<file path="config.mk">
export PLATFORM = sky130hd
export DESIGN_NAME = llp_ctrl
export DESIGN_NICKNAME = d
export VERILOG_FILES = /design/src/sv/llp_pkg.sv /design/src/sv/llp_ctrl.sv
export SDC_FILE = /design/constraint.sdc
export NUM_CORES = 1
export LEC_CHECK = 0
export BUFFER_PORTS_ARGS = -buffer_cell sky130_fd_sc_hd__buf_2
export CORE_AREA = 2 2 39 41
export DETAILED_ROUTE_END_ITERATION = 12
export DIE_AREA = 0 0 41 43
export GPL_ROUTABILITY_DRIVEN = 0
export PLACE_DENSITY = 0.46
export SETUP_SLACK_MARGIN = 0.4
export SLEW_MARGIN = 20
export SYNTH_ARGS = -nofsm -noshare
export SYNTH_HDL_FRONTEND = slang
export SYNTH_SLANG_ARGS = --single-unit
</file>
<file path="constraint.sdc">
create_clock -name clock -period 2 [get_ports clock]
set_input_delay 0.2 -clock clock [delete_from_list [all_inputs] [get_ports clock]]
set_output_delay 0.2 -clock clock [all_outputs]
set_load 0.005 [all_outputs]
</file>
<file path="src/sv/llp_pkg.sv">
package llp_pkg;

   localparam int NumSymbols = 64;
   localparam int MaxRules = 256;
   localparam int MaxRhs = 8;
   localparam int StackDepth = 64;
   localparam int MaxSteps = 64;

   localparam int SymW = $clog2(NumSymbols);
   localparam int RuleW = $clog2(MaxRules);
   localparam int RhsW = $clog2(MaxRhs);
   localparam int SpW = $clog2(StackDepth + 1);
   localparam int StepW = $clog2(MaxSteps);

   localparam logic [2:0] ACT_TOKEN = 3'd0;
   localparam logic [2:0] ACT_BEGIN = 3'd1;
   localparam logic [2:0] ACT_TABLE = 3'd2;
   localparam logic [2:0] ACT_RSYM  = 3'd3;
   localparam logic [2:0] ACT_RLEN  = 3'd4;

   localparam logic [2:0] EV_EXPAND = 3'd0;
   localparam logic [2:0] EV_MATCH  = 3'd1;
   localparam logic [2:0] EV_EPS    = 3'd2;
   localparam logic [2:0] EV_NORULE = 3'd3;
   localparam logic [2:0] EV_BADTOK = 3'd4;
   localparam logic [2:0] EV_EMPTY  = 3'd5;
   localparam logic [2:0] EV_OVFL   = 3'd6;
   localparam logic [2:0] EV_LIMIT  = 3'd7;

   localparam logic CSR_NUM_TERM = 1'b0;
   localparam logic CSR_START = 1'b1;

   typedef struct packed {
      logic [2:0] action;
      logic [5:0] token;
      logic [5:0] table_row;
      logic [5:0] table_col;
      logic [7:0] table_entry;
      logic [7:0] rule_number;
      logic [2:0] rhs_position;
      logic [5:0] rhs_symbol;
      logic [3:0] rhs_length;
   } req_type;

   typedef struct packed {
      logic [2:0] event_res;
      logic [7:0] rule_id;
      logic [5:0] lookahead;
      logic [5:0] stack_top;
      logic       last;
      logic       parse_done;
      logic       parse_ok;
   } rsp_type;

   typedef enum logic [2:0] {
      ST_IDLE, ST_TOP, ST_TBL, ST_DECIDE, ST_LEN, ST_PUSH, ST_EMIT
   } state_type;

   // controller -> datapath
   typedef struct packed {
      logic load;        // capture request, do writes / begin
      logic rd_top;      // read stack top
      logic rd_tbl;      // read table entry for top and token
      logic rd_len;      // check stack room for the rule body, set push count
      logic decide;      // evaluate step, build event
      logic push;        // push one body symbol
      logic emit;        // present event
   } cmd_type;

   // datapath -> controller
   typedef struct packed {
      logic is_token;
      logic step_end;    // decided event is last
      logic expand;      // decided event is a rule expansion
      logic push_done;
      logic out_busy;
   } sts_type;

endpackage

</file>
<file path="src/sv/llp_ctrl.sv">
module llp_ctrl import llp_pkg::*; (
   input  logic    clock,
   input  logic    reset,
   input  logic    req_valid,
   output logic    req_stall,
   input  sts_type sts,
   output cmd_type cmd
);

   state_type state_ff, state_in;

   always_ff @(posedge clock) begin
      if (reset) state_ff <= ST_IDLE;
      else state_ff <= state_in;
   end

   always_comb begin
      state_in = state_ff;
      cmd = '0;
      req_stall = 1'b1;
      case (state_ff)
         ST_IDLE: begin
            req_stall = 1'b0;
            if (req_valid) begin
               cmd.load = 1'b1;
               state_in = ST_TOP;
            end
         end
         ST_TOP: begin
            if (sts.is_token) begin
               cmd.rd_top = 1'b1;
               state_in = ST_TBL;
            end else state_in = ST_IDLE;
         end
         ST_TBL: begin
            cmd.rd_tbl = 1'b1;
            state_in = ST_DECIDE;
         end
         ST_DECIDE: begin
            cmd.decide = 1'b1;
            state_in = ST_LEN;
         end
         ST_LEN: begin
            cmd.rd_len = 1'b1;
            state_in = sts.expand ? ST_PUSH : ST_EMIT;
         end
         ST_PUSH: begin
            cmd.push = 1'b1;
            if (sts.push_done) state_in = ST_EMIT;
         end
         ST_EMIT: begin
            if (!sts.out_busy) begin
               cmd.emit = 1'b1;
               state_in = sts.step_end ? ST_IDLE : ST_TOP;
            end
         end
         default: state_in = ST_IDLE;
      endcase
   end

endmodule

</file>
==> flow_metrics.py <==
metrics = {
    "hold_path": {
        "holdCritPathClass": "input port to register",
        "hold_path_startpoint": "reset",
        "hold_depth": 2,
    },
    "floorplanning": {
        "rows": 14,
        "die_area_um2": 1760,
        "start_util": 0.182,
        "fp.dieW_um": 41,
        "design.core.area_um2": 1380,
        "die_y_um": 43,
        "pin_count": 16,
    },
    "clocking": {
        "h-tree-depth": 1,
        "numCtsBuffers": 3,
        "clk_pin_slew_worst_paths_ps": 30,
        "cts_buffer_depth": 2,
        "clk_latency_ps": 230,
        "cts_sinks": 3,
        "cts_tree": "yes",
        "cts_hold_buf": 0,
        "cts_resized": 0,
        "cts-root-buf": "clkbuf_4",
        "post_cts_buffers": 0,
    },
    "route": {
        "drt-wirelength-per-cell_um": 9.84,
        "first_iter_violations": 6,
        "antenna_left": 0,
        "viasPerCell": 4.30,
        "dr_total_vias": 301,
        "drt-total-wl_um": 689,
        "drcViolationCount": 0,
        "dr.pass1.iters": 5,
    },
    "global_route": {
        "grt_remaining_overflow": 0,
        "antenna_found_initial": 0,
        "grt.met2_usage": 0.141,
        "top_usage_layer": "met2",
        "grtUsageTotal": 0.114,
        "grt_pass1_wl_mm": 1.24,
        "met1_usage": 0.131,
        "grt_pass1_vias": 293,
        "globalRouteMet3Util": 0.0681,
        "grt_start_max_net_pins": 12,
    },
    "synth": {
        "yosys.area.top_type": "dfxtp_1",
        "ys_seq_area_frac": 0.239,
        "synth.avg_cell_area_um2": 6.80,
        "synthCells": 37,
        "synthesis.area_um2": 251,
        "yosysWarnings": 0,
        "ys_seq_elements": 3,
        "synth_nets": 45,
        "yosys-top-cells-area": "dfxtp_1, nand2_1, nor2b_1",
        "synth_cell_type_count": 18,
        "synth_top_area_frac": 0.239,
    },
    "setup_path": {
        "r2r-start": "state_ff[1]",
        "cp-start-kind": "register",
        "cp_top_family": "simple AND/OR/NAND/NOR gates",
        "ff2ff_setup_slack_ps": 680,
        "cp.arrival_ps": 1240,
        "crit_chain": "or3_1 -> nor2_1 -> buf_2",
        "reg2reg_depth": 3,
        "path_buf_inv": 1,
        "cp.required_ps": 1800,
        "slowest_delay_ps": 420,
        "crit_cells": 3,
        "cp-end-kind": "primary output",
        "crit_path_start": "state_ff[2]",
        "critPathKind": "register to primary output",
        "worstPathMaxFanout": 11,
        "critPathSlowestCell": "or3_1",
    },
    "sta": {
        "max_freq_mhz": 696,
        "hold_viol_final": 0,
        "tightest_slew_ps": 302,
        "fin_ws_ps": 564,
        "finalSetupTns_ps": 0,
        "hold_slack_ps": 191,
        "clock_skew_ps": 3.43,
        "period_share": 0.718,
        "setup_viol": 0,
        "slew_violations": 0,
        "max-slew-margin-rel": 0.799,
        "rsz0062_at_grt": "false",
        "fin_crit_ps": 1440,
    },
    "cells_and_area": {
        "drive_gt1_frac": 0.352,
        "nNetsFinal": 63,
        "nFillCells": 175,
        "seqCellArea_um2": 60.1,
        "num_antenna_cells": 0,
        "multi_input_area_um2": 166,
        "final_cells": 70,
        "top_register": "state_ff",
        "top_regs": "state_ff (3)",
        "area_delta_synth_final_pct": 44.3,
        "final_common_cell": "buf_2",
        "layout_common_cells": "buf_2, nand2_1, inv_1, nor2_1",
        "largest_reg_flops": 3,
    },
    "placement": {
        "placedCellCount": 66,
        "hpwl_um": 557,
        "port_buffers": 15,
        "dp_slack_ps": 687,
    },
    "run": {
        "maxCapViolCount": 0,
    },
    "pwr": {
        "leakage_nw": 0.202,
        "vdd_ir_drop_max_mv": 0.204,
        "p_per_area_nw_per_um2": 577,
    },
    "status": {
        "status": "finished clean",
    },
}
report_power, final:
part           total (W)  internal, W  switching [W]
Sequential     0.0000682    0.0000628     0.00000542
Clock           0.000106    0.0000747      0.0000308
Combinational  0.0000358    0.0000193      0.0000165
Total           0.000210     0.000157      0.0000527
layer usage:
layer,vias to the layer above,part of all wire
met5,-,0
met4,0,0
met3,0,0.064
met2,9,0.51
met1,134,0.42
li1,158,-
area by class of cell:
type,instances,share of cell area
tap,16,0.0552
timing repair buffer,15,0.207
sequential,3,0.166
inverter,4,0.0414
multi-input combinational,28,0.459
clock buffer,4,0.0724
cells in the mapped netlist:
master    instances
nor3_1            2
and2b_1           1
nand2_1           5
nor2_1            4
a221oi_1          1
a21oi_1           2
o311a_1           1
or3_1             1
nor2b_1           3
nand2b_1          2
and3b_1           1
inv_1             4
dfxtp_1           3
a21o_1            1
buf_2             2
and3_1            1
o21ai_0           2
o41ai_2           1
cell families after synthesis:
| group | share of synthesized area |
|---|---|
| flip-flops | 0.239 |
| AO/OA/AOI/OAI | 0.249 |
| buffers and inverters | 0.0995 |
| AND/OR/NAND/NOR | 0.413 |
worst paths after layout:
kind / endpoint
max: cmd[6]
min: state_ff[2]
max reg2reg: state_ff[0]
min reg2reg: state_ff[0]
per-stage QoR:
stage | power [W] | util | cell area [µm²]
final | 0.000210 | 0.262 | 363
after detailed placement | 0.000105 | 0.243 | 337
after global routing | 0.000240 | 0.262 | 363
after floorplan | 0.0000874 | - | 251
after global placement | 0.000105 | 0.243 | 337
after CTS | 0.000218 | 0.262 | 363
(Power assumes the default switching activity.)
